File: src/sv/rtpf_pkg.sv
// ----------------------------------------------------------------------------
// rtpf_pkg: shared types and constants of the range target persistence filter
// Field widths, register codes, reset values, sequencer states and the
// shared adder's operation and result types.
// ----------------------------------------------------------------------------
package rtpf_pkg;

  // Field widths
  localparam int RANGE_W    = 16;  // Q12.4 centimetre sample
  localparam int MARGIN_W   = 8;   // margin, fraction times 256
  localparam int HITS_W     = 5;   // hit count, 0 to 16
  localparam int SUM_W      = 20;  // sum of up to 16 samples
  localparam int PROD_W     = 20;  // sample times count, and its distance from the sum
  localparam int ALU_W      = 28;  // margin product, 20 by 8 bits
  localparam int REM_W      = 4;   // division remainder, below the count
  localparam int STEP_W     = 5;   // sequencer step counter
  localparam int BIT_SEL_W  = 3;   // selects one multiplier bit

  // Largest history depth that the sum and remainder widths can hold
  localparam int DEPTH_MAX  = 16;

  // Configuration port
  localparam int CFG_IDX_W  = 2;
  localparam int CFG_DATA_W = 16;
  localparam logic [CFG_IDX_W-1:0] REG_MAX_RANGE = 2'd0;
  localparam logic [CFG_IDX_W-1:0] REG_MARGIN_Q8 = 2'd1;

  // Register reset values
  localparam logic [RANGE_W-1:0]  MAX_RANGE_RST = 16'd16000;
  localparam logic [MARGIN_W-1:0] MARGIN_RST    = 8'd51;

  // Default hits needed to report a target
  localparam int MIN_HITS_DEF = 3;

  // Sequencer states
  typedef enum logic [3:0] {
    ST_IDLE,   // wait for a sample word
    ST_SUM,    // accumulate stored samples
    ST_MULN,   // sample times count, shift and add
    ST_DIFF,   // product minus sum
    ST_NEG,    // sum minus product when the first difference went negative
    ST_MULM,   // sum times margin, shift and add
    ST_CMP,    // compare scaled distance with margin product
    ST_UPD,    // store the sample, update the count
    ST_DIV,    // restoring division for the mean
    ST_OUT     // hand the result word to the output register
  } state_t;

  // Shared adder
  typedef enum logic {
    ALU_ADD,
    ALU_SUB
  } alu_op_t;

  typedef struct packed {
    logic             carry;  // on subtract: set when a >= b
    logic [ALU_W-1:0] res;
  } alu_res_t;

endpackage

File: src/sv/rtpf_in_if.sv
// ----------------------------------------------------------------------------
// rtpf_in_if: sample channel
// Valid/ready channel that carries one range sample per word.
// ----------------------------------------------------------------------------
interface rtpf_in_if;
  logic                         valid;
  logic                         ready;
  logic [rtpf_pkg::RANGE_W-1:0] range_sample;

  modport source (output valid, output range_sample, input ready);
  modport sink   (input valid, input range_sample, output ready);
endinterface

File: src/sv/rtpf_out_if.sv
// ----------------------------------------------------------------------------
// rtpf_out_if: result channel
// Valid/ready channel that carries detection flag, hit count and mean range.
// ----------------------------------------------------------------------------
interface rtpf_out_if;
  logic                         valid;
  logic                         ready;
  logic                         detected;
  logic [rtpf_pkg::HITS_W-1:0]  hit_count;
  logic [rtpf_pkg::RANGE_W-1:0] mean_range;

  modport source (output valid, output detected, output hit_count, output mean_range,
                  input ready);
  modport sink   (input valid, input detected, input hit_count, input mean_range,
                  output ready);
endinterface

File: src/sv/range_target_persistence_filter.sv
// ----------------------------------------------------------------------------
// range_target_persistence_filter: top level
// A zero or out-of-range sample word clears the history and goes straight to
//   the result word; any other runs the sum, multiply, difference, margin
//   multiply, compare, update and division steps (a negate step more when
//   the sample lies below the mean; an empty history skips from sum to
//   update). One shared 28-bit adder does every sum, shift-and-add multiply,
//   compare and division step. The next sample is taken once the result sits
//   in the output register.
// Reset: synchronous; history and hit count cleared, registers at defaults.
// ----------------------------------------------------------------------------
module range_target_persistence_filter #(
  parameter int MIN_HITS = rtpf_pkg::MIN_HITS_DEF
) (
  input  logic                            clk,
  input  logic                            rst,
  rtpf_in_if.sink                         samples,
  rtpf_out_if.source                      results,
  input  logic                            wr_en,
  input  logic [rtpf_pkg::CFG_IDX_W-1:0]  wr_index,
  input  logic [rtpf_pkg::CFG_DATA_W-1:0] wr_data
);

  localparam int HIST_DEPTH = MIN_HITS + 1;
  localparam int IDX_W      = $clog2(HIST_DEPTH);
  localparam logic [rtpf_pkg::HITS_W-1:0] HITS_LIMIT = rtpf_pkg::HITS_W'(HIST_DEPTH);
  localparam logic [rtpf_pkg::HITS_W-1:0] HITS_DET   = rtpf_pkg::HITS_W'(MIN_HITS);

  // Configuration registers
  logic [rtpf_pkg::RANGE_W-1:0]  max_range;
  logic [rtpf_pkg::MARGIN_W-1:0] margin_q8;

  // Sequencer and datapath registers
  rtpf_pkg::state_t              state, state_next;
  logic [rtpf_pkg::STEP_W-1:0]   step;
  logic [rtpf_pkg::RANGE_W-1:0]  d;
  logic [rtpf_pkg::HITS_W-1:0]   hits;
  logic [rtpf_pkg::SUM_W-1:0]    acc;
  logic [rtpf_pkg::PROD_W-1:0]   pa;
  logic [rtpf_pkg::ALU_W-1:0]    pb;
  logic                          accept;
  logic                          det;
  logic [rtpf_pkg::REM_W-1:0]    rem;
  logic [rtpf_pkg::RANGE_W-1:0]  quo;

  // Output register
  logic                          out_valid;
  logic                          out_det;
  logic [rtpf_pkg::HITS_W-1:0]   out_hits;
  logic [rtpf_pkg::RANGE_W-1:0]  out_mean;

  // Combinational control
  logic                          sample_bad;
  logic                          out_free;
  logic                          n_bit;
  logic                          m_bit;
  logic [rtpf_pkg::HITS_W-1:0]   hits_after;
  rtpf_pkg::alu_op_t             alu_op;
  logic [rtpf_pkg::ALU_W-1:0]    alu_a;
  logic [rtpf_pkg::ALU_W-1:0]    alu_b;
  rtpf_pkg::alu_res_t            alu_r;
  logic                          hist_clr;
  logic                          hist_we;
  logic [rtpf_pkg::RANGE_W-1:0]  hist_rdata;

  assign sample_bad = (samples.range_sample == '0) || (samples.range_sample > max_range);
  assign out_free   = !out_valid || results.ready;
  assign n_bit      = hits[step[rtpf_pkg::BIT_SEL_W-1:0]];
  assign m_bit      = margin_q8[step[rtpf_pkg::BIT_SEL_W-1:0]];
  assign hits_after = hist_we ? hits + rtpf_pkg::HITS_W'(1) : hits;

  // Shared adder
  rtpf_alu u_alu (
    .op     (alu_op),
    .a      (alu_a),
    .b      (alu_b),
    .result (alu_r)
  );

  // History store
  rtpf_hist #(
    .DEPTH (HIST_DEPTH),
    .IDX_W (IDX_W)
  ) u_hist (
    .clk   (clk),
    .rst   (rst),
    .clr   (hist_clr),
    .we    (hist_we),
    .waddr (hits[IDX_W-1:0]),
    .wdata (d),
    .raddr (step[IDX_W-1:0]),
    .rdata (hist_rdata)
  );

  // Next state
  always_comb begin
    state_next = state;
    unique case (state)
      rtpf_pkg::ST_IDLE: begin
        if (samples.valid) begin
          state_next = sample_bad ? rtpf_pkg::ST_DIV : rtpf_pkg::ST_SUM;
        end
      end
      rtpf_pkg::ST_SUM: begin
        if (rtpf_pkg::HITS_W'(step) == hits) begin
          state_next = (hits == '0) ? rtpf_pkg::ST_UPD : rtpf_pkg::ST_MULN;
        end
      end
      rtpf_pkg::ST_MULN: begin
        if (step == '0) state_next = rtpf_pkg::ST_DIFF;
      end
      rtpf_pkg::ST_DIFF: begin
        state_next = alu_r.carry ? rtpf_pkg::ST_MULM : rtpf_pkg::ST_NEG;
      end
      rtpf_pkg::ST_NEG: state_next = rtpf_pkg::ST_MULM;
      rtpf_pkg::ST_MULM: begin
        if (step == '0) state_next = rtpf_pkg::ST_CMP;
      end
      rtpf_pkg::ST_CMP: state_next = rtpf_pkg::ST_UPD;
      rtpf_pkg::ST_UPD: state_next = rtpf_pkg::ST_DIV;
      rtpf_pkg::ST_DIV: begin
        if (hits == '0 || step == '0) state_next = rtpf_pkg::ST_OUT;
      end
      rtpf_pkg::ST_OUT: begin
        if (out_free) state_next = rtpf_pkg::ST_IDLE;
      end
      default: state_next = rtpf_pkg::ST_IDLE;
    endcase
  end

  // Adder operands and store strobes
  always_comb begin
    alu_op        = rtpf_pkg::ALU_ADD;
    alu_a         = '0;
    alu_b         = '0;
    hist_clr      = 1'b0;
    hist_we       = 1'b0;
    samples.ready = 1'b0;
    unique case (state)
      rtpf_pkg::ST_IDLE: begin
        samples.ready = 1'b1;
        hist_clr      = samples.valid && sample_bad;
      end
      rtpf_pkg::ST_SUM: begin
        alu_a = rtpf_pkg::ALU_W'(acc);
        alu_b = rtpf_pkg::ALU_W'(hist_rdata);
      end
      rtpf_pkg::ST_MULN: begin
        alu_a = rtpf_pkg::ALU_W'({pa, 1'b0});
        alu_b = n_bit ? rtpf_pkg::ALU_W'(d) : '0;
      end
      rtpf_pkg::ST_DIFF: begin
        alu_op = rtpf_pkg::ALU_SUB;
        alu_a  = rtpf_pkg::ALU_W'(pa);
        alu_b  = rtpf_pkg::ALU_W'(acc);
      end
      rtpf_pkg::ST_NEG: begin
        alu_op = rtpf_pkg::ALU_SUB;
        alu_a  = rtpf_pkg::ALU_W'(acc);
        alu_b  = rtpf_pkg::ALU_W'(pa);
      end
      rtpf_pkg::ST_MULM: begin
        alu_a = {pb[rtpf_pkg::ALU_W-2:0], 1'b0};
        alu_b = m_bit ? rtpf_pkg::ALU_W'(acc) : '0;
      end
      rtpf_pkg::ST_CMP: begin
        alu_op = rtpf_pkg::ALU_SUB;
        alu_a  = pb;
        alu_b  = rtpf_pkg::ALU_W'({pa, 8'h00});
      end
      rtpf_pkg::ST_UPD: begin
        alu_a   = rtpf_pkg::ALU_W'(acc);
        alu_b   = rtpf_pkg::ALU_W'(d);
        hist_we = accept && (hits < HITS_LIMIT);
      end
      rtpf_pkg::ST_DIV: begin
        alu_op = rtpf_pkg::ALU_SUB;
        alu_a  = rtpf_pkg::ALU_W'({rem, quo[rtpf_pkg::RANGE_W-1]});
        alu_b  = rtpf_pkg::ALU_W'(hits);
      end
      rtpf_pkg::ST_OUT: begin
        alu_op = rtpf_pkg::ALU_ADD;
      end
      default: begin
        alu_op = rtpf_pkg::ALU_ADD;
      end
    endcase
  end

  // Configuration writes; indexes beyond the list are dropped
  always_ff @(posedge clk) begin
    if (rst) begin
      max_range <= rtpf_pkg::MAX_RANGE_RST;
      margin_q8 <= rtpf_pkg::MARGIN_RST;
    end else if (wr_en) begin
      unique case (wr_index)
        rtpf_pkg::REG_MAX_RANGE: max_range <= wr_data[rtpf_pkg::RANGE_W-1:0];
        rtpf_pkg::REG_MARGIN_Q8: margin_q8 <= wr_data[rtpf_pkg::MARGIN_W-1:0];
        default: ;
      endcase
    end
  end

  // Control state
  always_ff @(posedge clk) begin
    if (rst) begin
      state     <= rtpf_pkg::ST_IDLE;
      hits      <= '0;
      det       <= 1'b0;
      out_valid <= 1'b0;
    end else begin
      state <= state_next;
      // Clear the count on a no-target sample, advance it on a stored one
      if (hist_clr) begin
        hits <= '0;
        det  <= 1'b0;
      end else if (state == rtpf_pkg::ST_UPD) begin
        hits <= hits_after;
        det  <= accept && (hits_after >= HITS_DET);
      end
      // Output word valid until taken, reloaded when a new one is ready
      if (state == rtpf_pkg::ST_OUT && out_free) begin
        out_valid <= 1'b1;
      end else if (results.ready) begin
        out_valid <= 1'b0;
      end
    end
  end

  // Datapath
  always_ff @(posedge clk) begin
    unique case (state)
      rtpf_pkg::ST_IDLE: begin
        d    <= samples.range_sample;
        step <= '0;
        acc  <= '0;
        rem  <= '0;
        quo  <= '0;
      end
      rtpf_pkg::ST_SUM: begin
        if (rtpf_pkg::HITS_W'(step) == hits) begin
          pa     <= '0;
          pb     <= '0;
          accept <= (hits == '0);
          step   <= rtpf_pkg::STEP_W'(rtpf_pkg::HITS_W - 1);
        end else begin
          acc  <= alu_r.res[rtpf_pkg::SUM_W-1:0];
          step <= step + rtpf_pkg::STEP_W'(1);
        end
      end
      rtpf_pkg::ST_MULN: begin
        pa   <= alu_r.res[rtpf_pkg::PROD_W-1:0];
        step <= step - rtpf_pkg::STEP_W'(1);
      end
      rtpf_pkg::ST_DIFF: begin
        if (alu_r.carry) pa <= alu_r.res[rtpf_pkg::PROD_W-1:0];
        step <= rtpf_pkg::STEP_W'(rtpf_pkg::MARGIN_W - 1);
      end
      rtpf_pkg::ST_NEG: begin
        pa <= alu_r.res[rtpf_pkg::PROD_W-1:0];
      end
      rtpf_pkg::ST_MULM: begin
        pb   <= alu_r.res;
        step <= step - rtpf_pkg::STEP_W'(1);
      end
      rtpf_pkg::ST_CMP: begin
        accept <= alu_r.carry;
      end
      rtpf_pkg::ST_UPD: begin
        // Load the divider from the sum after the update
        step <= rtpf_pkg::STEP_W'(rtpf_pkg::RANGE_W - 1);
        if (hist_we) begin
          acc <= alu_r.res[rtpf_pkg::SUM_W-1:0];
          rem <= alu_r.res[rtpf_pkg::SUM_W-1:rtpf_pkg::RANGE_W];
          quo <= alu_r.res[rtpf_pkg::RANGE_W-1:0];
        end else begin
          rem <= acc[rtpf_pkg::SUM_W-1:rtpf_pkg::RANGE_W];
          quo <= acc[rtpf_pkg::RANGE_W-1:0];
        end
      end
      rtpf_pkg::ST_DIV: begin
        // One quotient bit per cycle, restore on borrow
        if (hits != '0) begin
          if (alu_r.carry) begin
            rem <= alu_r.res[rtpf_pkg::REM_W-1:0];
            quo <= {quo[rtpf_pkg::RANGE_W-2:0], 1'b1};
          end else begin
            rem <= {rem[rtpf_pkg::REM_W-2:0], quo[rtpf_pkg::RANGE_W-1]};
            quo <= {quo[rtpf_pkg::RANGE_W-2:0], 1'b0};
          end
          step <= step - rtpf_pkg::STEP_W'(1);
        end
      end
      rtpf_pkg::ST_OUT: begin
        if (out_free) begin
          out_det  <= det;
          out_hits <= hits;
          out_mean <= quo;
        end
      end
      default: ;
    endcase
  end

  // Result word
  assign results.valid      = out_valid;
  assign results.detected   = out_det;
  assign results.hit_count  = out_hits;
  assign results.mean_range = out_mean;

  // Hit count never passes the history depth
  a_hits_bound: assert property (@(posedge clk) disable iff (rst)
    hits <= HITS_LIMIT)
    else $error("hit count beyond history depth");

  // A reported target carries enough hits
  a_det_hits: assert property (@(posedge clk) disable iff (rst)
    results.valid && results.detected |-> results.hit_count >= HITS_DET)
    else $error("detected with too few hits");

  // An empty history gives a zero mean, a filled one a nonzero mean
  a_mean_zero: assert property (@(posedge clk) disable iff (rst)
    results.valid |-> ((results.hit_count == '0) == (results.mean_range == '0)))
    else $error("mean does not match hit count");

  // A zero sample word clears the count at once
  a_zero_clears: assert property (@(posedge clk) disable iff (rst)
    samples.valid && samples.ready && (samples.range_sample == '0) |=> hits == '0)
    else $error("zero sample did not clear the hit count");

endmodule

File: src/sv/rtpf_alu.sv
// ----------------------------------------------------------------------------
// rtpf_alu: shared adder/subtractor
// One add or subtract per cycle; carry out doubles as the
// no-borrow flag for compares and division steps.
// ----------------------------------------------------------------------------
module rtpf_alu (
  input  rtpf_pkg::alu_op_t              op,
  input  logic [rtpf_pkg::ALU_W-1:0]     a,
  input  logic [rtpf_pkg::ALU_W-1:0]     b,
  output rtpf_pkg::alu_res_t             result
);

  logic [rtpf_pkg::ALU_W-1:0] b_x;
  logic                       cin;
  logic [rtpf_pkg::ALU_W:0]   total;

  // Invert and carry in for subtract
  always_comb begin
    cin = (op == rtpf_pkg::ALU_SUB);
    b_x = cin ? ~b : b;
  end

  assign total = {1'b0, a} + {1'b0, b_x} + (rtpf_pkg::ALU_W + 1)'(cin);

  assign result.carry = total[rtpf_pkg::ALU_W];
  assign result.res   = total[rtpf_pkg::ALU_W-1:0];

endmodule

File: src/sv/rtpf_hist.sv
// ----------------------------------------------------------------------------
// rtpf_hist: sample history store
// Small register file with one write and one read port; a valid bit per
// slot makes a cleared slot read as zero.
// ----------------------------------------------------------------------------
module rtpf_hist #(
  parameter int DEPTH = rtpf_pkg::MIN_HITS_DEF + 1,
  parameter int IDX_W = $clog2(DEPTH)
) (
  input  logic                         clk,
  input  logic                         rst,
  input  logic                         clr,
  input  logic                         we,
  input  logic [IDX_W-1:0]             waddr,
  input  logic [rtpf_pkg::RANGE_W-1:0] wdata,
  input  logic [IDX_W-1:0]             raddr,
  output logic [rtpf_pkg::RANGE_W-1:0] rdata
);

  logic [rtpf_pkg::RANGE_W-1:0] mem [DEPTH];
  logic [DEPTH-1:0]             valid;

  // Drop all slots on reset or on a clear, mark a slot on write
  always_ff @(posedge clk) begin
    if (rst || clr) begin
      valid <= '0;
    end else if (we) begin
      valid[waddr] <= 1'b1;
    end
  end

  // Store the written sample
  always_ff @(posedge clk) begin
    if (we) begin
      mem[waddr] <= wdata;
    end
  end

  // Read, empty slots give zero
  assign rdata = valid[raddr] ? mem[raddr] : '0;

endmodule
File: src/flat_wrapper.sv
// flat-port wrapper written by rule: the top's interface ports become plain ports
module range_target_persistence_filter_flat 
#(
  parameter int MIN_HITS = rtpf_pkg::MIN_HITS_DEF
)
  (clk, rst, wr_en, wr_index, wr_data, samples_valid, samples_range_sample, samples_ready, results_valid, results_detected, results_hit_count, results_mean_range, results_ready);
  rtpf_in_if samples_i ();
  rtpf_out_if results_i ();
  input  logic clk;
  input  logic rst;
  input  logic wr_en;
  input  logic [rtpf_pkg::CFG_IDX_W-1:0] wr_index;
  input  logic [rtpf_pkg::CFG_DATA_W-1:0] wr_data;
  input wire logic [$bits(samples_i.valid)-1:0] samples_valid;
  input wire logic [$bits(samples_i.range_sample)-1:0] samples_range_sample;
  output wire logic [$bits(samples_i.ready)-1:0] samples_ready;
  output wire logic [$bits(results_i.valid)-1:0] results_valid;
  output wire logic [$bits(results_i.detected)-1:0] results_detected;
  output wire logic [$bits(results_i.hit_count)-1:0] results_hit_count;
  output wire logic [$bits(results_i.mean_range)-1:0] results_mean_range;
  input wire logic [$bits(results_i.ready)-1:0] results_ready;
  assign samples_i.valid = samples_valid;
  assign samples_i.range_sample = samples_range_sample;
  assign samples_ready = samples_i.ready;
  assign results_valid = results_i.valid;
  assign results_detected = results_i.detected;
  assign results_hit_count = results_i.hit_count;
  assign results_mean_range = results_i.mean_range;
  assign results_i.ready = results_ready;
  range_target_persistence_filter #(.MIN_HITS(MIN_HITS)) u_core (.clk(clk), .rst(rst), .samples(samples_i), .results(results_i), .wr_en(wr_en), .wr_index(wr_index), .wr_data(wr_data));
endmodule
File: config.mk
export PLATFORM = sky130hd
export DESIGN_NAME = range_target_persistence_filter_flat
export DESIGN_NICKNAME = d
export VERILOG_FILES = /design/src/sv/rtpf_pkg.sv /design/src/sv/rtpf_in_if.sv /design/src/sv/rtpf_out_if.sv /design/src/sv/range_target_persistence_filter.sv /design/src/sv/rtpf_alu.sv /design/src/sv/rtpf_hist.sv /design/src/flat_wrapper.sv
export SDC_FILE = /design/constraint.sdc
export NUM_CORES = 1
export LEC_CHECK = 0
export ABC_AREA = 1
export BUFFER_PORTS_ARGS = -buffer_cell sky130_fd_sc_hd__buf_2
export CORE_MARGIN = 3
export CORE_UTILIZATION = 45
export DETAILED_ROUTE_END_ITERATION = 10
export GPL_TIMING_DRIVEN = 0
export SYNTH_ARGS = -nofsm -noshare
export SYNTH_HDL_FRONTEND = slang
export SYNTH_SLANG_ARGS = --single-unit
File: constraint.sdc
create_clock -name clk -period 5.8 [get_ports clk]
set_clock_uncertainty 0.15 [all_clocks]
set_input_delay 0.58 -clock clk [delete_from_list [all_inputs] [get_ports clk]]
set_output_delay 0.58 -clock clk [all_outputs]
set_load 0.05 [all_outputs]
-- After elaboration in Yosys (flattened, before gate mapping)
Memory sizes are Yosys's and may differ from the RTL's. A register that Yosys moved wholly into a read port is not among the register bits.
Cells that the tools add are included.
- input port bits: 39
- memories kept: 1
- bits in writable memories: 64
- output and inout bits: 24
- register bits: 171
- order comparisons: 7
- equal/unequal tests: 21
- add/subtract/negate cells: 5
- mux-type cells: 55
- bitwise gates (word level): 2
- reductions and logical operators: 38
- memory list (name ; words ; bits a word ; read ports ; clocked after Yosys merged registers in ; wr ports ; line ; RTL):
    u_core.u_hist.mem ; 4 ; 16 ; 1 ; 1 ; 1 ; rtpf_hist.sv:20 ; logic [rtpf_pkg::RANGE_W-1:0] mem [DEPTH];
- operators by type and width (cell ; number):
    28-bit case mux with 8 select lines ; 1
    28-bit case mux with 6 select lines ; 1
    20-bit case mux with 3 select lines ; 2
    20-bit 2-to-1 mux ; 5
    16-bit 2-to-1 mux ; 4
    28-bit 2-to-1 mux ; 2
    28-bit case mux with 2 select lines ; 1
    16-bit case mux with 3 select lines ; 1
    4-bit 2-to-1 mux ; 10
    4-bit case mux with 10 select lines ; 1
    5-bit case mux with 6 select lines ; 1
    28-bit by 28-bit adder with 29-bit output ; 1
    29-bit by 1-bit adder with 29-bit output ; 1
    28-bit NOT ; 1
    4-bit by 3-bit == test with 1-bit output, second input constant ; 4
    16-bit > comparator ; 1
    16-bit logical NOT ; 1
    2-bit by 1-bit != test with 1-bit output, second input constant ; 8
    1-bit 2-to-1 mux ; 15
    5-bit 2-to-1 mux ; 3
    2-bit AND reduction ; 7
    4-bit case mux with 3 select lines ; 1
    5-bit by 1-bit adder with 5-bit output, second input constant ; 2
    5-bit logical NOT ; 2
    other kinds (33) ; 52

-- Depth between registers and ports, before layout
Gate-level depths: netlist of the first run.
- depth after elaboration: 11
- mapped depth: 26
- gate-level depth less buffers: 24

-- Modules after synthesis
Synthesis of the first run repeated with hierarchy kept, for this count alone.
- cell total of the unflattened synthesis: 1724
- area total of the unflattened synthesis: 14064.7 µm²
- by module, submodules not included (module ; cells each ; instances ; seq. area each (µm²) ; area each (µm²)):
    range_target_persistence_filter ; 939 ; 1 ; 4664.5 ; 8579.5
    rtpf_hist ; 315 ; 1 ; 2001.9 ; 3079.2
    rtpf_alu ; 470 ; 1 ; 0.0 ; 2406.1

-- Worst setup path after synthesis of the first run
No wires, ideal clock.
- path type: register to register
- from: register u_core.state[2]
- to: register u_core.acc[0] (netlist name), enable pin
- arrival: 3.862 ns
- data required time: 5.222 ns
- cell stages (with the launch flop): 6
- path slack: 1.360 ns
- period minus slack after synthesis: 4.440 ns
- buffers on the path: 0
- cell sequence: dfxtp_1 -> nor2_2 -> inv_2 -> nor2_1 -> inv_1 -> a211oi_1
- word-level cells in the longest chain between the ends: 4
- elaborated cells on any way between the ends: 8
- ends and longest elaborated chain (item ; line ; RTL):
    start, declared ; range_target_persistence_filter.sv:34 ; rtpf_pkg::state_t state, state_next;
    start signal, assigned ; range_target_persistence_filter.sv:207 ; state <= rtpf_pkg::ST_IDLE;
    start signal, assigned ; range_target_persistence_filter.sv:212 ; state <= state_next;
    4-bit by 3-bit == test with 1-bit output ; range_target_persistence_filter.sv:139, range_target_persistence_filter.sv:232 ;
    1-bit 2-to-1 mux ; range_target_persistence_filter.sv:139 ; unique case (state)
    2-bit by 1-bit != test with 1-bit output (no source line) ; -- ;
    3-bit AND reduction (no source line) (*) ; -- ;
    end signal, assigned ; range_target_persistence_filter.sv:247 ; acc <= alu_r.res[rtpf_pkg::SUM_W-1:0];
    end signal, assigned ; range_target_persistence_filter.sv:273 ; acc <= alu_r.res[rtpf_pkg::SUM_W-1:0];
    end, declared ; range_target_persistence_filter.sv:38 ; logic [rtpf_pkg::SUM_W-1:0] acc;
Mark *: on every way between the ends. The rest lies on a longest branch, timed or not.
A chain may end at the register's enable or synchronous reset.

-- Final worst setup path of the first run
- from: register u_core.step[1] (netlist name)
- to: register u_core.pa[4] (netlist name), enable pin
- word-level cells in the longest chain between the ends: 10
- elaborated cells on any way between the ends: 18
- ends and longest elaborated chain (item ; line ; RTL):
    start, declared ; range_target_persistence_filter.sv:35 ; logic [rtpf_pkg::STEP_W-1:0] step;
    start signal, assigned ; range_target_persistence_filter.sv:245 ; step <= rtpf_pkg::STEP_W'(rtpf_pkg::HITS_W - 1);
    start signal, assigned ; range_target_persistence_filter.sv:248 ; step <= step + rtpf_pkg::STEP_W'(1);
    start signal, assigned ; range_target_persistence_filter.sv:253 ; step <= step - rtpf_pkg::STEP_W'(1);
    1-bit binary-select mux with 3-bit select, or another cell as far along ; range_target_persistence_filter.sv:69 ; assign m_bit = margin_q8[step[rtpf_pkg::BIT_SEL_W-1:0]];
    1-bit 2-to-1 mux (on tied branches) ; range_target_persistence_filter.sv:69, range_target_persistence_filter.sv:68, rtpf_hist.sv:40 ;
    20-bit 2-to-1 mux, or another cell as far along ; range_target_persistence_filter.sv:164 ; alu_b = m_bit ? rtpf_pkg::ALU_W'(acc) : '0;
    28-bit case mux with 8 select lines ; range_target_persistence_filter.sv:139 ;
    28-bit NOT ; rtpf_alu.sv:20 ; b_x = cin ? ~b : b;
    28-bit 2-to-1 mux ; rtpf_alu.sv:20 ;
    28-bit by 28-bit adder with 29-bit output ; rtpf_alu.sv:23 ; assign total = {1'b0, a} + {1'b0, b_x} + (rtpf_pkg::ALU_W + 1)'(cin);
    29-bit by 1-bit adder with 29-bit output ; rtpf_alu.sv:23 ;
    2-bit by 1-bit != test with 1-bit output (no source line) ; -- ;
    3-bit AND reduction (no source line) (*) ; -- ;
    end signal, assigned ; range_target_persistence_filter.sv:252 ; pa <= alu_r.res[rtpf_pkg::PROD_W-1:0];
    end signal, assigned ; range_target_persistence_filter.sv:256 ; if (alu_r.carry) pa <= alu_r.res[rtpf_pkg::PROD_W-1:0];
    end signal, assigned ; range_target_persistence_filter.sv:260 ; pa <= alu_r.res[rtpf_pkg::PROD_W-1:0];
    end, declared ; range_target_persistence_filter.sv:39 ; logic [rtpf_pkg::PROD_W-1:0] pa;
Mark *: on every way between the ends. The rest lies on a longest branch, timed or not. The select of a mux whose other input is x is not followed.

==> out/metrics.csv, run 1 <==
metric,value,unit
synth-edff-count,196,
avgSynthCellArea,9.245,µm²
path_common_cell,nand2_1,
gp_congestion,0.9518,
crit_chain,"buf_2, inv_1, nand3_1, nand3_1, nand2_1, nor2_1, inv_1, nand2_1, inv_1, o2111ai_1, xor2_1, ha_1, nand2_1, o21ai_1, a21oi_1, o21ai_1, nand3_1, nand2_1, o21ai_2, clkinvlp_4, buf_4",
min-delay-start,samples_range_sample[11],
overflow,0,
syn_to_final_growth,15.04,%
slowest_delay,450,ps
htreeDepth,1,
antenna_cells,0,
r2r-end,u_core.pa[4]$_SDFFCE_PN0P_,
r2r-start,u_core.step[1]$_DFFE_PP_,
grt.total_usage,0.2538,
ys_dominant_reg_cell,edfxtp_1,
end_kind,register,
powerDensity,566.4,nW/µm²
reg2reg_depth,21,
mappedNetlistNets,1466,
p_total,8.288,mW
die_area,30320,µm²
ant_nets,0,
fmax,0.1827,GHz
fin_crit,5473,ps
via_count,10690,
min_period_over_period,0.9436,
ys_types,52,
layout-drive-gt1-share,0.1170,
cts-root-buf,clkbuf_16,
whs_path_depth,1,
crit_type,register to register,
outcome,"complete, no violations",
drc,0,
grt_pass1_vias,10110,
relSlewSlack,0.3604,
hold_path_end,u_core.d[11]$_DFFE_PP_,
fin_tns_setup,0,ps
dr.pass1.iters,6,
syn_area,12720,µm²
drt_iter0_markers,1103,
synthArstFlopShare,0,
nFillCells,2571,
grt_max_degree,29,
cts_buffer_depth,3,
die_h,174.1,µm
worst_slew_pin_slew,958.3,ps
final_nets,1565,
hpwlAfterDp,29290,µm
via_per_inst,5.721,
ys_warn_count,0,
clock_sinks,237,
drt_wl_total,39440,µm
rows,60,
crit_arrival,5570,ps
numCtsBuffers,27,
clock_latency,560,ps
crit_buf_inv,6,
cp.required,5900,ps
hold_viol,0,
cp_top_family,compound AO/OA/AOI/OAI gates,
seq_area_frac_synth,0.5272,
chipWidth,174.1,µm
cp_max_fo,11,
cellLeakagePower,6.037,nW
setup_violations,0,
hp-class,primary input to register,
io_pins,63,
port_buffers,62,
critPathSlowestCell,o21ai_1,
startpoint_type,register,
peakVddDrop,0.2995,mV
grt_pass1_wl,59350,µm
r2r_slack,330,ps
coreArea,27400,µm²
syn_inst,1376,
cts_tree,built,
clk_pin_slew,60,ps
maxSlewViolCount,0,
rsz0062_at_grt,no,
start_util,0.4642,
max-cap-violations,0,
synth_seq_cells,237,
wl_per_cell,21.12,µm
antenna_found_initial,0,
-- kinds of logic after synthesis --
logic type | Yosys count | share of synthesized area
AND/OR/NAND/NOR | 468 | 0.1550
AO/OA/AOI/OAI | 348 | 0.1675
flip-flops | 237 | 0.5272
buffers and inverters | 232 | 0.07082
adder cells (fa/ha/maj) | 51 | 0.05075
XOR/XNOR | 40 | 0.02872
-- synthesized netlist by cell type (3+ instances only) --
cell,instances,share of area
a21o_1,5,0.0030
a21oi_1,101,0.040
a221oi_1,15,0.010
a31oi_1,3,0.0015
buf_1,5,0.0015
buf_2,7,0.0028
clkbuf_1,33,0.0097
dfxtp_1,41,0.065
edfxtp_1,196,0.46
ha_1,50,0.049
inv_1,175,0.052
inv_2,9,0.0027
nand2_1,206,0.061
nand2_2,7,0.0034
nand3_1,45,0.018
nand3_2,5,0.0039
nand3b_1,3,0.0018
nand4_1,5,0.0025
nor2_1,171,0.050
nor2_2,7,0.0034
nor3_1,5,0.0020
nor4_1,7,0.0034
o2111ai_1,6,0.0041
o211ai_1,17,0.010
o21a_1,6,0.0035
o21ai_0,93,0.037
o21ai_1,5,0.0020
o21bai_1,4,0.0024
o221ai_1,29,0.020
o22ai_1,48,0.024
xnor2_1,8,0.0055
xor2_1,30,0.021
-- power by group --
| part | total (mW) | switching (mW) | internal, mW |
|---|---|---|---|
| combinational | 3.71 | 2.67 | 1.05 |
| sequential | 2.74 | 0.285 | 2.46 |
| clock | 1.83 | 0.708 | 1.13 |
| total | 8.29 | 3.66 | 4.63 |
-- repair_timing --
item	CTS	global route
hold buffers	0	0
buffers inserted	0	2
gates resized for setup	0	4
setup endpoints to repair	0	20
-- cells in the final DEF, fill, tap and decap left out, types with 7 or more instances in the layout --
cell	count
a21oi_1	100
edfxtp_1	196
xor2_1	30
nand3_1	45
inv_2	9
nor4_1	7
clkbuf_1	36
inv_1	174
xnor2_1	8
a221oi_1	15
nand2_2	8
clkbuf_16	29
dfxtp_1	41
nor2_2	10
o22ai_1	48
buf_2	69
o211ai_1	17
nor2_1	167
nand2_1	205
ha_1	50
o21ai_0	92
o221ai_1	29
-- metal layers --
layer	track usage	vias to the layer above	share of wire
met5	0	-	0
met4	0.07775	0	0.033
met3	0.04412	85	0.082
met2	0.3890	476	0.44
met1	0.3692	5114	0.45
li1	-	5011	-
-- state kept, by name, indices dropped and copies added (netlist names), 16 cells and up, named ones only --
name / flops
u_core.pb: 28
u_core.d: 16
u_core.pa: 20
u_core.results.mean_range: 16
u_core.max_range: 16
u_core.acc: 20
u_core.quo: 16
u_core.u_hist.mem: 64
-- how the worst max path moves through the flow --
| stage | start | end | slack (ps) | cells after the start |
|---|---|---|---|---|
| after global placement | u_core.step[0]$_DFFE_PP_ | u_core.pa[8]$_SDFFCE_PN0P_ | 260 | 22 |
| after CTS | u_core.step[0]$_DFFE_PP_ | u_core.pa[14]$_SDFFCE_PN0P_ | 210 | 22 |
| after global routing | u_core.step[1]$_DFFE_PP_ | u_core.pa[4]$_SDFFCE_PN0P_ | 80 | 21 |
| final | u_core.step[1]$_DFFE_PP_ | u_core.pa[4]$_SDFFCE_PN0P_ | 330 | 21 |
| after floorplan | u_core.state[2]$_SDFFE_PP0P_ | u_core.acc[0]$_SDFFCE_PN0P_ | 1360 | 5 |
| after detailed placement | u_core.step[0]$_DFFE_PP_ | u_core.pa[8]$_SDFFCE_PN0P_ | 250 | 22 |
-- metrics by stage --
step	hold slack (ps)	area, µm²	std cells	worst slack (ps)	util
final	97.69	14630	1868	327.2	0.5341
after global routing	82.05	14630	1868	81.77	0.5341
after CTS	79.55	14610	1866	214.3	0.5331
after detailed placement	289.4	13630	1816	250.7	0.4974
after global placement	282.8	13500	1810	262.7	0.4926
after floorplan	258.7	12720	1376	1360	-
-- worst reg2reg max path: stages, from the launching register on --
cell,delay [ps]
edfxtp_1,370
buf_2,190
inv_1,210
nand3_1,110
nand3_1,150
nand2_1,80
nor2_1,140
inv_1,100
nand2_1,380
inv_1,360
o2111ai_1,330
xor2_1,120
ha_1,360
nand2_1,70
o21ai_1,420
a21oi_1,210
o21ai_1,450
nand3_1,120
nand2_1,320
o21ai_2,200
clkinvlp_4,100
buf_4,230
-- cell type report --
type	count	area [µm²]	area share
Clock buffer	39	823.3	0.05626
Timing Repair inverter	1	7.507	0.0005130
Inverter	186	706.9	0.04831
Clock inverter	11	153.9	0.01052
Multi-Input combinational cell	907	5156	0.3523
Timing Repair Buffer	70	420.4	0.02873
Tap cell	372	465.4	0.03181
Sequential cell	237	6706	0.4583
Buffer	45	193.9	0.01325
Note: power is estimated with default switching activity, not from simulation.
==> inputs of run 2 (changes only) <==
Settings changed: CTS_BUF_LIST set to sky130_fd_sc_hd__clkbuf_8.
==> run 2 against run 1 <==
  * Via count is 0.80% higher
  * Combinational power hardly changed
  * Clock power down 21%
  * Highest routed layer unchanged
  * Sequential share of layout area grew 0.61 points
==> out/metrics.csv, run 2 (synthesis gave the netlist of run 1 again) <==
metric,value,unit,change
cp_top_family,compound AO/OA/AOI/OAI gates,,
crit_chain,"buf_2, inv_1, nand3_1, nand3_1, nand2_1, nor2_1, inv_1, nand2_1, inv_1, o2111ai_1, xor2_1, ha_1, nand2_1, o21ai_1, a21oi_1, o21ai_1, nand3_1, nand2_1, o21ai_2, clkinvlp_4, buf_4",,
peakVddDrop,0.2812,mV,-6.1%
reg2reg_depth,21,,unchanged
start_util,0.4642,,unchanged
cts_buffer_depth,3,,unchanged
grt.total_usage,0.2550,,+0.001216
grt_max_degree,29,,unchanged
cp.required,5890,ps,about the same
hold_viol,0,,unchanged
worst_slew_pin_slew,945.9,ps,-12.41 ps
via_count,10770,,+0.80%
chipWidth,174.1,µm,unchanged
coreArea,27400,µm²,unchanged
design_area,14440,µm²,-1.3%
min_period_over_period,0.9398,,-0.003757
powerDensity,549.5,nW/µm²,-3.0%
clk_pin_slew,60,ps,about the same
die_area,30320,µm²,unchanged
drt_iter0_markers,1008,,-8.6%
hp-class,primary input to register,,
largest_reg_flops,64,,unchanged
ant_nets,0,,unchanged
maxSlewViolCount,0,,unchanged
dr.pass1.iters,6,,unchanged
grt_pass1_wl,59610,µm,+0.43%
drt_wl_total,39760,µm,+0.80%
htreeDepth,2,,+1
crit_buf_inv,6,,unchanged
rows,60,,unchanged
cellLeakagePower,6.008,nW,-0.48%
cp_max_fo,11,,unchanged
wl_per_cell,21.00,µm,-0.53%
io_pins,63,,unchanged
gp_congestion,0.9518,,unchanged
critPathSlowestCell,o21ai_1,,
path_common_cell,nand2_1,,
syn_to_final_growth,13.53,%,
p_total,7.936,mW,-4.2%
rsz0062_at_grt,no,,
cts_tree,built,,
reg_top3,"u_core.u_hist.mem (64), u_core.pb (28)",,
layout_commonest_cell,nand2_1,,
die_h,174.1,µm,unchanged
port_buffers,62,,unchanged
antenna_cells,0,,unchanged
final_nets,1579,,+0.89%
cp.depth,21,,unchanged
top_register,u_core.u_hist.mem,,
slowest_delay,450,ps,about the same
hpwlAfterDp,29290,µm,unchanged
via_per_inst,5.690,,-0.54%
grt_pass1_vias,10220,,+1.1%
crit_type,register to register,,
clock_sinks,237,,unchanged
fin_util,0.5271,,-0.006986
clock_latency,560,ps,about the same
antenna_found_initial,0,,unchanged
setup_violations,0,,unchanged
drc,0,,unchanged
layout-drive-gt1-share,0.1216,,+0.004652
layout_common_cells,"nand2_1, edfxtp_1, inv_1, nor2_1, a21oi_1",,
crit_arrival,5540,ps,-30 ps
whs_path_depth,1,,unchanged
fin_crit,5451,ps,-21.79 ps
fmax,0.1835,GHz,+0.40%
end_kind,register,,
numCtsBuffers,41,,+52%
placed_area,13630,µm²,unchanged
startpoint_type,register,,
cts-root-buf,clkbuf_8,,
fin_tns_setup,0,ps,unchanged
relSlewSlack,0.3687,,+0.008283
max-cap-violations,0,,unchanged
overflow,0,,unchanged
outcome,"complete, no violations",,
[run 2: cell types whose count changed in the layout (fill, tap and decap cells not counted), moves of 4 or more]
cell / before / now
inv_1: 174 / 185
clkbuf_16: 29 / 0
clkinv_1: 2 / 10
clkinv_2: 1 / 7
clkbuf_8: 6 / 43
clkbuf_1: 36 / 32
[run 2: metal layers]
layer,global-route usage,vias up,share of wire
li1,-,5043,-
met1,0.3669,5116,0.44
met2,0.3860,507,0.43
met3,0.04937,105,0.092
met4,0.08981,0,0.038
met5,0,-,0
[run 2: metrics by stage]
stage | hold slack (ps) | cells | setup WS (ps)
floorplan | 258.7 | 1376 | 1360
global placement | 282.8 | 1810 | 262.7
detailed placement | 289.4 | 1816 | 250.7
CTS | 80.73 | 1891 | 207.1
global route | 83.75 | 1893 | 92.83
finish | 103.3 | 1893 | 349.0
[run 2: cell type report]
cell class | count | area, µm²
clock inverters | 32 | 181.4
repair buffers | 70 | 432.9
fillers | 2599 | 12960
multi-input cells | 907 | 5156
repair inverters | 1 | 7.507
well taps | 372 | 465.4
plain buffers | 45 | 193.9
flip-flops and latches | 237 | 6706
inverters | 186 | 706.9
clock buffers | 43 | 591.8
[run 2: report_power, final]
group	internal (mW)	switching, mW	leakage (nW)
sequential	2.46	0.286	2.20
combinational	1.06	2.68	3.37
clock	0.745	0.705	0.440
total	4.26	3.67	6.01
[run 2: path summary, 6_finish.rpt]
check                           startpoint                                endpoint  slack [ps]
setup / recovery  u_core.step[1]$_DFFE_PP_              u_core.pa[0]$_SDFFCE_PN0P_         350
hold / removal     samples_range_sample[0]                   u_core.d[0]$_DFFE_PP_         100
setup reg to reg  u_core.step[1]$_DFFE_PP_              u_core.pa[0]$_SDFFCE_PN0P_         350
hold reg to reg    u_core.quo[2]$_DFFE_PP_  u_core.results.mean_range[2]$_DFFE_PP_         300
[run 2: repair_timing]
item	4_1_cts	5_1_grt
hold buffers	0	0
endpoints found under the setup margin	0	20
gates resized for setup	0	4
setup buffers	0	2
==> inputs of run 3 (changes only) <==
Settings changed: ABC_AREA 1 to not set.
==> run 3 against run 2 <==
  * Global-route usage shrank 1.5 points
  * Sequential power is essentially flat
  * Die area down 0.92%
  * Critical endpoint is now u_core.pa[2]$_SDFFCE_PN0P_
  * Non-clock buffer count grew 13
  * Highest routed layer unchanged
==> out/metrics.csv, run 3 <==
metric,value,unit,change
antenna_cells,0,,unchanged
mappedNetlistNets,1226,,-16%
drt_wl_total,36340,µm,-8.6%
nFillCells,2444,,-6.0%
drt_iter0_markers,1039,,+3.1%
syn_area,12600,µm²,-0.95%
ant_nets,0,,unchanged
crit_buf_inv,5,,-1
coreArea,27250,µm²,-0.55%
fin_tns_setup,0,ps,unchanged
syn_to_final_growth,13.15,%,
path_common_cell,a22oi_1,,
clock_latency,560,ps,about the same
wl_met3,2966,µm,-19%
clk_pin_slew,60,ps,about the same
rsz0062_at_grt,no,,
synth_seq_cells,237,,unchanged
layout_common_cells,"edfxtp_1, nor2_1, nand2_1, buf_2, inv_1",,
seq_area_frac_synth,0.5323,,+0.005078
avgSynthCellArea,11.09,µm²,+20%
peakVddDrop,0.3041,mV,+8.1%
reg_top3,"u_core.u_hist.mem (64), u_core.pb (28)",,
synth.top_cells.by_area,"edfxtp_1, dfxtp_1, ha_1, a22oi_1, nor2_1",,
r2r_slack,210,ps,-140 ps
crit_type,register to register,,
antenna_found_initial,0,,unchanged
powerDensity,528.5,nW/µm²,-3.8%
max-cap-violations,0,,unchanged
end_kind,register,,
cp_max_fo,15,,+4
cp.required,5950,ps,+60 ps
hold_slack,67.47,ps,-35.81 ps
min_period_over_period,0.9644,,+0.02459
startpoint_type,register,,
grt_max_degree,29,,unchanged
outcome,"complete, no violations",,
port_buffers,62,,unchanged
fin_util,0.5231,,-0.003938
ys_types,87,,+67%
maxSlewViolCount,0,,unchanged
hp-class,primary input to register,,
via_count,9844,,-8.6%
finalNonFillerCells,1643,,-13%
layout_commonest_cell,edfxtp_1,,
crit_arrival,5740,ps,+200 ps
wl_per_cell,22.12,µm,+5.3%
ys_dominant_reg_cell,edfxtp_1,,
slowest_delay,550,ps,+100 ps
chipWidth,173.3,µm,-0.46%
wirelength_met1,16190,µm,-7.0%
critPathSlowestCell,clkbuf_1,,
gp_congestion,0.9195,,-3.4%
largest_reg_flops,64,,unchanged
via_per_inst,5.991,,+5.3%
synthArstFlopShare,0,,unchanged
die_area,30040,µm²,-0.92%
synth.most_common_cell,edfxtp_1,,
place_inst,1572,,-13%
worst_slew_pin_slew,1210,ps,+264.1 ps
dr.pass1.iters,5,,-1
io_pins,63,,unchanged
top_register,u_core.u_hist.mem,,
crit_chain,"buf_2, nand2_1, nor3_2, clkbuf_1, clkbuf_2, a22oi_1, nand3_1, ha_1, a21o_1, a21oi_2, o21ai_1, a221o_1, and2_4, o21a_1, o41a_1, buf_6, a22oi_1, o32ai_4, buf_16",,
synth-edff-count,196,,unchanged
final_nets,1333,,-16%
hpwlAfterDp,26650,µm,-9.0%
ys_warn_count,0,,unchanged
cts_tree,built,,
grt.total_usage,0.2402,,-0.01484
synthTopCellsByCount,"edfxtp_1, nor2_1, nand2_1, a22oi_1, a21oi_1",,
grt_pass1_vias,9515,,-6.9%
top_layer,met4,,
layout-drive-gt1-share,0.1526,,+0.03101
numCtsBuffers,42,,+2.4%
hold_viol,0,,unchanged
grt_pass1_wl,56290,µm,-5.6%
fmax,0.1788,GHz,-2.5%
fin_crit,5594,ps,+142.6 ps
cts-root-buf,clkbuf_8,,
synth_top_area_cell,edfxtp_1,,
rows,60,,unchanged
clock_sinks,237,,unchanged
hold_buffers,0,,unchanged
netlist.area_leader.share,0.4671,,+0.004457
dr_wl_met2,16150,µm,-5.9%
drc,0,,unchanged
cellLeakagePower,5.380,nW,-10%
start_util,0.4624,,-0.001896
cp_top_family,compound AO/OA/AOI/OAI gates,,
htreeDepth,2,,unchanged
relSlewSlack,0.1933,,-0.1754
overflow,0,,unchanged
cts_buffer_depth,3,,unchanged
die_h,173.3,µm,-0.46%
syn_inst,1136,,-17%
setup_violations,0,,unchanged
## run 3: metal layers
metal	vias up	GRT usage
met3	66	0.04906
li1	4523	-
met1	4813	0.3508
met4	0	0.07939
met2	442	0.3588
met5	-	0
## run 3: metrics by stage
stage	instance area (µm²)	setup WS, ps	power [mW]
2_1_floorplan	12600	426.4	4.968
3_3_place_gp	13380	-1500	5.981
3_5_place_dp	13460	-372.8	6.066
4_1_cts	14220	10.00	7.501
5_1_grt	14260	2.664	7.983
6_report	14260	206.3	7.535
## run 3: timing repair
action	CTS	global route
gates cloned	0	0
endpoints found under the setup margin	22	20
pin swaps	0	1
gates resized for setup	3	24
buffers inserted	0	1
## run 3: where the power goes
group / switching [mW] / internal, mW
Sequential: 0.336 / 2.43
Clock: 0.689 / 0.739
Combinational: 2.25 / 1.09
## run 3: cell families (layout without fill, tap and decap cells)
logic type | Yosys count | in the layout | synth area share
flip-flops | 237 | 237 | 0.5323
buffers and inverters | 113 | 248 | 0.03545
adder cells (fa/ha/maj) | 51 | 51 | 0.05124
AND/OR/NAND/NOR | 359 | 359 | 0.1338
AO/OA/AOI/OAI | 294 | 294 | 0.1683
multiplexers | 33 | 33 | 0.04489
XOR/XNOR | 49 | 49 | 0.03406
## run 3: worst paths after layout
check | startpoint | to | depth (start not counted)
max | u_core.state[0]$_SDFFE_PP0P_ | u_core.pa[2]$_SDFFCE_PN0P_ | 19
min | wr_data[10] | u_core.max_range[10]$_SDFFE_PP1P_ | 2
max reg2reg | u_core.state[0]$_SDFFE_PP0P_ | u_core.pa[2]$_SDFFCE_PN0P_ | 19
min reg2reg | u_core.quo[9]$_DFFE_PP_ | u_core.results.mean_range[9]$_DFFE_PP_ | 0
## run 3: layout make-up
cell class / instances / area (µm²) / area share
clock inverter: 29 / 168.9 / 0.01185
multi-input combinational: 786 / 5507 / 0.3863
tap: 372 / 465.4 / 0.03265
timing repair buffer: 65 / 360.3 / 0.02528
inverter: 48 / 180.2 / 0.01264
buffer: 63 / 276.5 / 0.01940
sequential: 237 / 6706 / 0.4704
clock buffer: 43 / 591.8 / 0.04151
